## config.mk

```make
export PLATFORM = sky130hd
export DESIGN_NAME = ipv6_text_address_parser_unit
export DESIGN_NICKNAME = d
export VERILOG_FILES = /design/src/design/ipv6tp_pkg.sv /design/src/design/ipv6tp_front.sv /design/src/design/ipv6tp_queue.sv /design/src/design/ipv6tp_back.sv /design/src/design/ipv6_text_address_parser_unit.sv
export SDC_FILE = /design/constraint.sdc
export NUM_CORES = 1
export LEC_CHECK = 0
export BUFFER_PORTS_ARGS = -buffer_cell sky130_fd_sc_hd__clkbuf_2
export CORE_UTILIZATION = 50
export DETAILED_ROUTE_END_ITERATION = 10
export GPL_TIMING_DRIVEN = 0
export PLACE_DENSITY_LB_ADDON = 0.2
export SETUP_SLACK_MARGIN = 0.15
export SYNTH_ARGS = -nofsm -noshare
export SYNTH_HDL_FRONTEND = slang
export SYNTH_SLANG_ARGS = --single-unit
```

## constraint.sdc

```tcl
create_clock -name clk -period 24.5 [get_ports clk]
set_input_delay 2.45 -clock clk [delete_from_list [all_inputs] [get_ports clk]]
set_output_delay 2.45 -clock clk [all_outputs]
set_load 0.005 [all_outputs]
```

## src/design/ipv6tp_pkg.sv

```systemverilog
// ----------------------------------------------------------------------------
// ipv6tp_pkg
// Shared types and constants of the IPv6 text address parser.
// ----------------------------------------------------------------------------
package ipv6tp_pkg;

  // address geometry
  localparam int unsigned NUM_GROUPS = 8;
  localparam int unsigned GROUP_W    = 16;
  localparam int unsigned HALF_W     = 64;

  // group count holds 0..8, digit count holds 0..4
  localparam logic [3:0] GROUPS_FULL = 4'd8;
  localparam logic [2:0] MAX_DIGITS  = 3'd4;

  // character codes
  localparam logic [7:0] CHAR_COLON = 8'h3A;
  localparam logic [7:0] CHAR_ZERO  = 8'h30;
  localparam logic [7:0] CHAR_NINE  = 8'h39;
  localparam logic [7:0] CHAR_A     = 8'h61;
  localparam logic [7:0] CHAR_F     = 8'h66;
  localparam logic [3:0] TEN        = 4'd10;

  // one parsed address, as handed from the front part to the back part
  typedef struct packed {
    logic [NUM_GROUPS-1:0][GROUP_W-1:0] words;
    logic [3:0]                         count;
    logic [3:0]                         gap;
    logic                               err;
  } addr_rec_t;

  // queue handshake toward the back part
  typedef struct packed {
    logic valid;
    logic pop;
  } q_ctl_t;

endpackage

```

## src/design/ipv6tp_front.sv

```systemverilog
// ----------------------------------------------------------------------------
// ipv6tp_front
// Character front end: builds group words, tracks the compression point and
// errors, and pushes one address record on the final character.
// ----------------------------------------------------------------------------
module ipv6tp_front (
  input  logic                  clk,
  input  logic                  rst_n,
  input  logic                  in_tvalid,
  output logic                  in_tready,
  input  logic [7:0]            in_tdata,   // [7:0] char_code
  input  logic                  in_tlast,   // last_char
  input  logic                  q_full,
  output logic                  q_push,
  output ipv6tp_pkg::addr_rec_t q_rec
);
  import ipv6tp_pkg::*;

  logic [NUM_GROUPS-1:0][GROUP_W-1:0] words_r, words_nxt;
  logic [GROUP_W-1:0] fval_r, fval_nxt, fval_step;
  logic [2:0]         dig_r, dig_nxt, dig_step;
  logic [3:0]         cnt_r, cnt_nxt, cnt_close;
  logic [3:0]         gap_r, gap_nxt, gap_close;
  logic               err_r, err_nxt, err_step, err_close;
  logic               accept, is_colon, is_dec, is_hex, bad;
  logic [3:0]         digit;

  assign in_tready = !q_full;
  assign accept    = in_tvalid && in_tready;

  // digit decode, non-hex reads as zero
  always_comb begin
    is_colon = (in_tdata == CHAR_COLON);
    is_dec   = (in_tdata >= CHAR_ZERO) && (in_tdata <= CHAR_NINE);
    is_hex   = (in_tdata >= CHAR_A) && (in_tdata <= CHAR_F);
    bad      = !is_dec && !is_hex;
    if (is_dec) begin
      digit = 4'(in_tdata - CHAR_ZERO);
    end else if (is_hex) begin
      digit = 4'(in_tdata - CHAR_A) + TEN;
    end else begin
      digit = 4'd0;
    end
  end

  // digit shift into the open field
  always_comb begin
    fval_step = fval_r;
    dig_step  = dig_r;
    err_step  = err_r;
    if (!is_colon) begin
      fval_step = {fval_r[GROUP_W-5:0], digit};
      if (dig_r >= MAX_DIGITS) begin
        err_step = 1'b1;
      end else begin
        dig_step = dig_r + 3'd1;
      end
      if (bad) begin
        err_step = 1'b1;
      end
    end
  end

  // field close and end of address
  always_comb begin
    words_nxt = words_r;
    cnt_close = cnt_r;
    gap_close = gap_r;
    err_close = err_step;
    fval_nxt  = fval_step;
    dig_nxt   = dig_step;
    if (is_colon || in_tlast) begin
      if (dig_step == 3'd0) begin
        gap_close = cnt_r;
      end else if (cnt_r < GROUPS_FULL) begin
        words_nxt[cnt_r[2:0]] = fval_step;
        cnt_close = cnt_r + 4'd1;
      end else begin
        err_close = 1'b1;
      end
      fval_nxt = '0;
      dig_nxt  = '0;
    end
    cnt_nxt = cnt_close;
    gap_nxt = gap_close;
    err_nxt = err_close;
    if (in_tlast) begin
      cnt_nxt = '0;
      gap_nxt = '0;
      err_nxt = 1'b0;
    end
  end

  assign q_push      = accept && in_tlast;
  assign q_rec.words = words_nxt;
  assign q_rec.count = cnt_close;
  assign q_rec.gap   = gap_close;
  assign q_rec.err   = err_close;

  // control state
  always_ff @(posedge clk) begin
    if (!rst_n) begin
      fval_r <= '0;
      dig_r  <= '0;
      cnt_r  <= '0;
      gap_r  <= '0;
      err_r  <= 1'b0;
    end else if (accept) begin
      fval_r <= fval_nxt;
      dig_r  <= dig_nxt;
      cnt_r  <= cnt_nxt;
      gap_r  <= gap_nxt;
      err_r  <= err_nxt;
    end
  end

  // group words, only entries below the count are ever read
  always_ff @(posedge clk) begin
    if (accept) begin
      words_r <= words_nxt;
    end
  end

  a_cnt_range: assert property (@(posedge clk) disable iff (!rst_n)
    cnt_r <= GROUPS_FULL)
    else $error("group count past eight");
  a_gap_range: assert property (@(posedge clk) disable iff (!rst_n)
    gap_r <= cnt_r)
    else $error("compression point beyond group count");
  a_dig_range: assert property (@(posedge clk) disable iff (!rst_n)
    dig_r <= MAX_DIGITS)
    else $error("digit count past four");

endmodule

```

## src/design/ipv6tp_queue.sv

```systemverilog
// ----------------------------------------------------------------------------
// ipv6tp_queue
// Two-entry queue of parsed address records between front and back.
// ----------------------------------------------------------------------------
module ipv6tp_queue (
  input  logic                  clk,
  input  logic                  rst_n,
  input  logic                  push,
  input  ipv6tp_pkg::addr_rec_t push_rec,
  output logic                  full,
  output ipv6tp_pkg::q_ctl_t    ctl_out,
  input  logic                  pop_in,
  output ipv6tp_pkg::addr_rec_t pop_rec
);
  import ipv6tp_pkg::*;

  addr_rec_t  mem_r [2];
  logic       wr_ptr_r, rd_ptr_r;
  logic [1:0] cnt_r;
  logic       do_pop;

  assign full          = (cnt_r == 2'd2);
  assign ctl_out.valid = (cnt_r != 2'd0);
  assign do_pop        = pop_in && ctl_out.valid;
  assign ctl_out.pop   = do_pop;
  assign pop_rec       = mem_r[rd_ptr_r];

  // storage
  always_ff @(posedge clk) begin
    if (push && !full) begin
      mem_r[wr_ptr_r] <= push_rec;
    end
  end

  // pointers and fill count
  always_ff @(posedge clk) begin
    if (!rst_n) begin
      wr_ptr_r <= 1'b0;
      rd_ptr_r <= 1'b0;
      cnt_r    <= '0;
    end else begin
      if (push && !full) begin
        wr_ptr_r <= !wr_ptr_r;
      end
      if (do_pop) begin
        rd_ptr_r <= !rd_ptr_r;
      end
      cnt_r <= cnt_r + {1'b0, push && !full} - {1'b0, do_pop};
    end
  end

  a_no_overflow: assert property (@(posedge clk) disable iff (!rst_n)
    cnt_r <= 2'd2)
    else $error("queue fill count out of range");
  a_no_lost_push: assert property (@(posedge clk) disable iff (!rst_n)
    push |-> !full)
    else $error("request pushed into full queue");

endmodule

```

## src/design/ipv6tp_back.sv

```systemverilog
// ----------------------------------------------------------------------------
// ipv6tp_back
// Back end: expands the compression gap, right-aligns trailing groups and
// holds the finished address in the output register.
// ----------------------------------------------------------------------------
module ipv6tp_back (
  input  logic                  clk,
  input  logic                  rst_n,
  input  ipv6tp_pkg::q_ctl_t    q_ctl,
  input  ipv6tp_pkg::addr_rec_t q_rec,
  output logic                  q_pop,
  output logic                  out_tvalid,
  input  logic                  out_tready,
  output logic [127:0]          out_tdata,  // [63:0] addr_high, [127:64] addr_low
  output logic                  out_tuser   // malformed
);
  import ipv6tp_pkg::*;

  logic [NUM_GROUPS-1:0][GROUP_W-1:0] addr;
  logic [HALF_W-1:0] high_r, low_r;
  logic              err_r, valid_r, load;
  logic [3:0]        start;
  logic [3:0]        pos;

  // groups below the gap stay, trailing groups move to the end, gap is zero
  always_comb begin
    start = GROUPS_FULL - (q_rec.count - q_rec.gap);
    for (int i = 0; i < NUM_GROUPS; i++) begin
      pos = 4'(i);
      if (pos < q_rec.gap) begin
        addr[i] = q_rec.words[i];
      end else if (pos < start) begin
        addr[i] = '0;
      end else begin
        addr[i] = q_rec.words[3'(pos + q_rec.count)];
      end
    end
  end

  assign load  = q_ctl.valid && (!valid_r || out_tready);
  assign q_pop = load;

  // output register
  always_ff @(posedge clk) begin
    if (!rst_n) begin
      valid_r <= 1'b0;
    end else if (load) begin
      valid_r <= 1'b1;
    end else if (out_tready) begin
      valid_r <= 1'b0;
    end
  end

  always_ff @(posedge clk) begin
    if (load) begin
      high_r <= {addr[0], addr[1], addr[2], addr[3]};
      low_r  <= {addr[4], addr[5], addr[6], addr[7]};
      err_r  <= q_rec.err;
    end
  end

  assign out_tvalid = valid_r;
  assign out_tdata  = {low_r, high_r};
  assign out_tuser  = err_r;

  a_load_shows: assert property (@(posedge clk) disable iff (!rst_n)
    q_ctl.pop |=> out_tvalid)
    else $error("popped request not presented");
  a_pop_matches: assert property (@(posedge clk) disable iff (!rst_n)
    q_ctl.pop == load)
    else $error("queue pop out of step with output load");

endmodule

```

## src/design/ipv6_text_address_parser_unit.sv

```systemverilog
// ----------------------------------------------------------------------------
// ipv6_text_address_parser_unit
// Parses IPv6 address text, one character per request, into a 128-bit address.
//
//   channel  dir  payload                               marker
//   in_      in   tdata[7:0] char_code                  tlast = last_char
//   out_     out  tdata[63:0] addr_high, [127:64] low   tuser = malformed
//
// One character is accepted per cycle while in_tready is high; the final character's
// record is registered in the queue, then gap-expanded into the output register.
// The two-entry record queue lets the front keep parsing while results wait.
// in_tready drops only when that queue is full behind a stalled output.
// Reset (rst_n low, synchronous) clears the field, count and queue state.
// ----------------------------------------------------------------------------
module ipv6_text_address_parser_unit (
  input  logic         clk,
  input  logic         rst_n,
  input  logic         in_tvalid,
  output logic         in_tready,
  input  logic [7:0]   in_tdata,    // [7:0] char_code
  input  logic         in_tlast,    // last_char
  output logic         out_tvalid,
  input  logic         out_tready,
  output logic [127:0] out_tdata,   // [63:0] addr_high, [127:64] addr_low
  output logic         out_tuser    // malformed
);
  import ipv6tp_pkg::*;

  addr_rec_t push_rec, pop_rec;
  q_ctl_t    q_ctl;
  logic      push, full, pop;

  ipv6tp_front u_front (
    .clk       (clk),
    .rst_n     (rst_n),
    .in_tvalid (in_tvalid),
    .in_tready (in_tready),
    .in_tdata  (in_tdata),
    .in_tlast  (in_tlast),
    .q_full    (full),
    .q_push    (push),
    .q_rec     (push_rec)
  );

  ipv6tp_queue u_queue (
    .clk      (clk),
    .rst_n    (rst_n),
    .push     (push),
    .push_rec (push_rec),
    .full     (full),
    .ctl_out  (q_ctl),
    .pop_in   (pop),
    .pop_rec  (pop_rec)
  );

  ipv6tp_back u_back (
    .clk        (clk),
    .rst_n      (rst_n),
    .q_ctl      (q_ctl),
    .q_rec      (pop_rec),
    .q_pop      (pop),
    .out_tvalid (out_tvalid),
    .out_tready (out_tready),
    .out_tdata  (out_tdata),
    .out_tuser  (out_tuser)
  );

endmodule

```

## Word level (Yosys, flattened, before mapping)

Memories as Yosys holds them, arrays and structs flattened. A register that Yosys moved wholly into a read port is not among the register bits.
Index checks and enable logic that the tools add are counted.

| storage, ports and cells | value |
|---|---|
| flip-flop bits (word level) | 290 |
| bits in latches | 0 |
| bits in writable memories | 274 |
| bits in read-only memories | 0 |
| bits of input ports | 13 |
| output and inout bits | 131 |
| logic and storage cells | 156 |
| memories | 1 |

| cells by class | value |
|---|---|
| add/sub/neg operators | 16 |
| multipliers | 0 |
| div/mod/pow operators | 0 |
| $lt $le $gt $ge | 32 |
| equality and inequality tests | 2 |
| shifts and indexed selects | 0 |
| mux-type cells | 65 |
| bitwise logic cells | 0 |
| reductions and logical operators | 20 |

Memories:

| name | depth | width | read ports | clocked after memory_dff | write ports | line | source |
|---|---|---|---|---|---|---|---|
| u_queue.mem_r | 2 | 137 | 1 | 1 | 1 | ipv6tp_queue.sv:17 | `addr_rec_t mem_r [2];` |

Operator list:

| cell | count |
|---|---|
| 16-bit 2-to-1 mux | 27 |
| 16-bit binary-select mux with 3-bit select | 8 |
| 128-bit 2-to-1 mux | 3 |
| 128-bit bitwise mux | 1 |
| 16-bit demux with 3-bit select | 1 |
| 3-bit by 4-bit < comparator with 1-bit output (second input constant) | 9 |
| 4-bit 2-to-1 mux | 9 |
| 3-bit by 4-bit < comparator with 1-bit output (first input constant) | 8 |
| 1-bit by 4-bit < comparator with 1-bit output (first input constant) | 4 |
| 2-bit by 4-bit < comparator with 1-bit output (first input constant) | 4 |
| 1-bit 2-to-1 mux | 13 |
| 3-bit adder (first input constant) | 4 |
| 1-bit logical AND | 9 |
| 3-bit 2-to-1 mux | 3 |
| 8-bit by 6-bit equality test with 1-bit output (second input constant) | 1 |
| 8-bit by 6-bit >= comparator with 1-bit output (second input constant) | 1 |
| 8-bit by 7-bit >= comparator with 1-bit output (second input constant) | 1 |
| 8-bit by 6-bit <= comparator with 1-bit output (second input constant) | 1 |
| 8-bit by 7-bit <= comparator with 1-bit output (second input constant) | 1 |
| 4-bit by 1-bit subtractor with 4-bit output (second input constant) | 2 |
| 2-bit by 3-bit adder with 3-bit output (first input constant) | 2 |
| 1-bit zero test | 6 |
| 4-bit by 1-bit adder with 4-bit output (second input constant) | 1 |
| 4-bit adder (second input constant) | 1 |
| other kinds (13) | 15 |

## Depth between registers and ports, before layout

| depth | value |
|---|---|
| depth after elaboration | 10 |
| gate-level depth with buffers | 20 |

## By module

A second synthesis with hierarchy kept.

| second synthesis, totals | value |
|---|---|
| cells, all modules | 2028 |
| area, all modules | 27372.5 um^2 |

By module, submodules not included:

| module | times used | cells an instance | area an instance (um^2) | seq. area each (um^2) |
|---|---|---|---|---|
| ipv6tp_queue | 1 | 453 | 10206.0 | 8328.0 |
| ipv6tp_back | 1 | 936 | 10069.7 | 3893.7 |
| ipv6tp_front | 1 | 639 | 7096.8 | 4404.2 |

## Least setup slack after synthesis

Ideal clock, no wire load.

| path | value |
|---|---|
| kind | input-to-reg |
| start | input port in_tvalid |
| end | memory u_queue.mem_r[1][0] (netlist bit) (enable) |
| library setup time | 0.513 ns |
| arrival time | 9.733 ns |
| required time | 23.987 ns |
| path slack | 14.254 ns |
| cell stages on the path | 4 |
| path buffers | 1 |
| path through | nand2_1 > inv_1 > clkbuf_1 > and3_1 |

| between the ends | value |
|---|---|
| word-level cells in the longest chain between the ends | 5 |

RTL lines:

| element | line | source |
|---|---|---|
| start, declared | ipv6_text_address_parser_unit.sv:18 | `input logic in_tvalid,` |
| 1-bit logical AND | ipv6tp_front.sv:29 | `assign accept = in_tvalid && in_tready;` |
| via u_front.accept | ipv6tp_front.sv:25 | `logic accept, is_colon, is_dec, is_hex, bad;` |
| 1-bit logical AND | ipv6tp_front.sv:94 | `assign q_push = accept && in_tlast;` |
| 1-bit logical AND | ipv6tp_queue.sv:30 | `if (push && !full) begin` |
| 1-bit 2-to-1 mux | ipv6tp_queue.sv:30 |  |
| 1-bit 2-to-1 mux (not written as such) | ipv6tp_queue.sv:31 | `mem_r[wr_ptr_r] <= push_rec;` |
| end, declared | ipv6tp_queue.sv:17 |  |

The timed path passes the listed nets, and every way through them passes these cells.

==> run_results.csv <==
group,metric,value,unit
timing,fmax,187,MHz
floorplanning,die_area,55600,µm²
floorplanning,dieWidth,236,µm
grt,grt_overflow,0,
placement,gp_congestion,0.926,
placement,port_buffers,143,
final_layout,area_growth,13.5,%
synth,synth-main-ff-cell,"edfxtp_1",
timing,max_slew.worst_pin.slew,1.28,ns
final_layout,nNetsFinal,2285,
synth,synth_area,27300,µm²
timing,min_period_over_period,21.9,%
placement,dpl.cell_count,2895,
critical_path,worstSetupPathType,"reg2reg",
floorplanning,start_util,50.7,%
timing,max_slew_margin,12.3,%
synth,synth_seq_area_share,60.8,%
drt,finalWirelength,80000,µm
drt,drc,0,
clock_tree,cts_buffers,55,
grt,antenna_found_initial,1,
synth,yosys-top-cells-area,"edfxtp_1 58%, mux2i_1 11%, mux2_2 5.0%",
floorplanning,core_area,53900,µm²
floorplanning,io_pins,144,
synth,synth_nets,2074,
critical_path,start_kind,"flop",
pwr,net-switching-power,0.00123,W
drt,routed-via-count,18788,
placement,dpl.hpwl,61100,µm
drt,ant_nets,0,
pwr,p_per_area,113,nW/µm²
synth,yosys.area.top_type,"edfxtp_1",
timing,setup_tns,0,ns
timing,report.final.slew_viol_count,0,
synth,synth_seq_cells,565,
pwr,power.internal,0.00229,W
pwr,p_leak,11.2,nW
final_layout,mostFrequentLayoutCell,"edfxtp_1",
synth,synth_top_area_share,58.3,%
clock_tree,cts_tree,"done",
pwr,clock_power_share,24.5,%
clock_tree,clk_latency,0.65,ns
grt,grt_pass1_vias,17901,
pwr,p_seq_share,39.0,%
grt,grt_pass1_wl,117000,µm
synth,syn_avg_cell_area,13.4,µm²
clock_tree,cts_setup_buffers,0,
floorplanning,die_h,236,µm
final_layout,fillerInstances,4302,
drt,dr.pass1.iters,6,
final_layout,instances_no_fill,2996,
drt,drt_iter0_markers,2301,
clock_tree,cts_max_level,2,
synth,synthDistinctLibCells,67,
grt,grt_max_degree,58,
synth,syn_inst,2045,
outcome,outcome,"finished clean",
pwr,power_frac_comb,36.5,%
final_layout,layout-drive-gt1-share,20.5,%
synth,async_flop_share,0,%
min_path,hp-class,"reg2reg",
drt,vias_per_cell,6.27,
clock_tree,clock_sink_count,565,
drt,wl_per_cell,26.7,µm
timing,finalClockSkew,0.0349,ns
pwr,sw_frac_of_total,34.9,%
final_layout,diodes,0,
grt,grt_usage,28.5,%
flow_run,drv_cap,0,
clock_tree,hold_buffers,0,
floorplanning,rows,85,
clock_tree,root_buffer,"clkbuf_16",
critical_path,worstPathRequired,24.82,ns
critical_path,endpoint_kind,"flop",
pwr,power,0.00352,W
synth,yosys_warnings,0,
clock_tree,clock_path_buffers,3,
clock_tree,post_cts_resized,0,
timing,hold_viol,0,
critical_path,worst-path-max-fanout,11,
timing,setup_viol,0,
synth,synth_edf_count,531,
clock_tree,clk_pin_slew,0.06,ns
final_layout,mostFrequentLayoutCells,"531 x edfxtp_1, 305 x mux2i_1, 153 x nand2_1, 148 x nor2_1, 143 x clkbuf_2",
timing,finalCriticalPeriod,5.36,ns
timing,grt_setup_unrepaired,"no",
pwr,irDropWorstVdd,61.3,µV
critical_path,arrival,5.68,ns
[registers in the layout, summed over array words and instances, names as in the netlist, named ones only]
register and count:
u_queue.rd_ptr_r 1, u_front.gap_r 4, u_front.err_r 1, u_queue.wr_ptr_r 1
u_back.high_r 64, u_front.fval_r 16, u_back.low_r 64, u_queue.cnt_r 2
u_back.out_tuser 1, u_front.words_r 128, u_front.cnt_r 4, u_front.dig_r 3
u_queue.mem_r 274, u_back.out_tvalid 1
[worst max-delay path, stage by stage, from the launching register on]
cell      delay (ns)
dfxtp_1         0.32
buf_6           0.14
buf_4           0.20
mux2i_1         0.36
inv_1           0.18
buf_2           0.27
buf_4           0.25
buf_2           0.28
ha_1            0.25
inv_1           0.05
ha_1            0.13
inv_1           0.04
fa_1            0.37
xnor2_1         0.17
xnor2_2         0.45
nand2b_1        0.46
nand4b_1        0.40
clkbuf_1        0.47
o211ai_1        0.22
[Yosys cell counts, drive strengths merged (2+ instances only)]
master and count:
edfxtp 531, mux2i 307, nand2 154, nor2 150, a21oi 126, mux2 122
o21ai 119, clkbuf 68, buf 62, o22ai 53, nand2b 38, dfxtp 34
mux4 32, a22oi 31, nand3 24, inv 22, o211ai 20, a32oi 19
nor2b 18, o221ai 17, ha 15, xnor2 7, and2 6, nor4 5
nor4b 5, xor2 5, a2111oi 4, a211oi 4, a21o 4, nor3 4
a211o 3, and3 3, and3b 3, o211a 3, a31oi 2, nand3b 2
nand4 2, o2111a 2, o21a 2, or3 2, or4b 2
[layout make-up]
type / instances / area (µm²) / share of cell area [%]
clock inverter: 24 / 323 / 1.04
buffer: 130 / 603 / 1.94
sequential: 565 / 16600 / 53.6
inverter: 22 / 82.6 / 0.266
tap: 696 / 871 / 2.81
timing repair buffer: 154 / 966 / 3.11
clock buffer: 77 / 1520 / 4.90
multi-input combinational: 1328 / 10000 / 32.4
[kinds of logic after synthesis]
| kind of cell | share of synthesized area [%] |
|---|---|
| xor gates and xnor gates | 0.412 |
| and+or+nand+nor | 7.05 |
| muxes | 19.0 |
| adders and majority gates | 0.760 |
| AOI/OAI and AO/OA | 9.49 |
| DFF | 60.8 |
| buffers and inverters | 2.49 |
[through the flow]
stage / hold WS (ns) / worst slack [ns] / instance area [µm²] / util, %
CTS: 0.468 / 19.23 / 31000 / 57.6
finish: 0.471 / 19.14 / 31000 / 57.6
floorplan: 0.444 / 14.25 / 27300 / -
detailed placement: 0.458 / 18.92 / 29200 / 54.1
global placement: 0.454 / 10.17 / 28900 / 53.6
global route: 0.485 / 18.99 / 31000 / 57.6
[worst paths after layout]
path                           end  depth (start not counted)             start  slack [ns]
setup reg to reg  u_back.low_r[42]                         18              flop       19.14
hold reg to reg   u_front.gap_r[2]                          2  u_front.gap_r[2]        0.47
setup / recovery  u_back.low_r[42]                         18              flop       19.14
hold / removal    u_front.gap_r[2]                          2  u_front.gap_r[2]        0.47
[per-layer routing]
layer  up-vias  GRT usage, %  part of all wire, %
li1       8279             -                    -
met1      9426          41.0                   43
met2       955          45.3                   46
met3       128          4.35                  8.2
met4         0          7.63                  2.4
met5         -             0                    0
[power groups by stage]
stage	logic (W)	registers, W	clock network (W)
finish	0.00128	0.00137	0.000861
CTS	0.00126	0.00137	0.000873
detailed placement	0.00126	0.00139	0
global route	0.00136	0.00139	0.000910
floorplan	0.000773	0.00143	0
global placement	0.00121	0.00143	0
(Power assumes the default switching activity.)
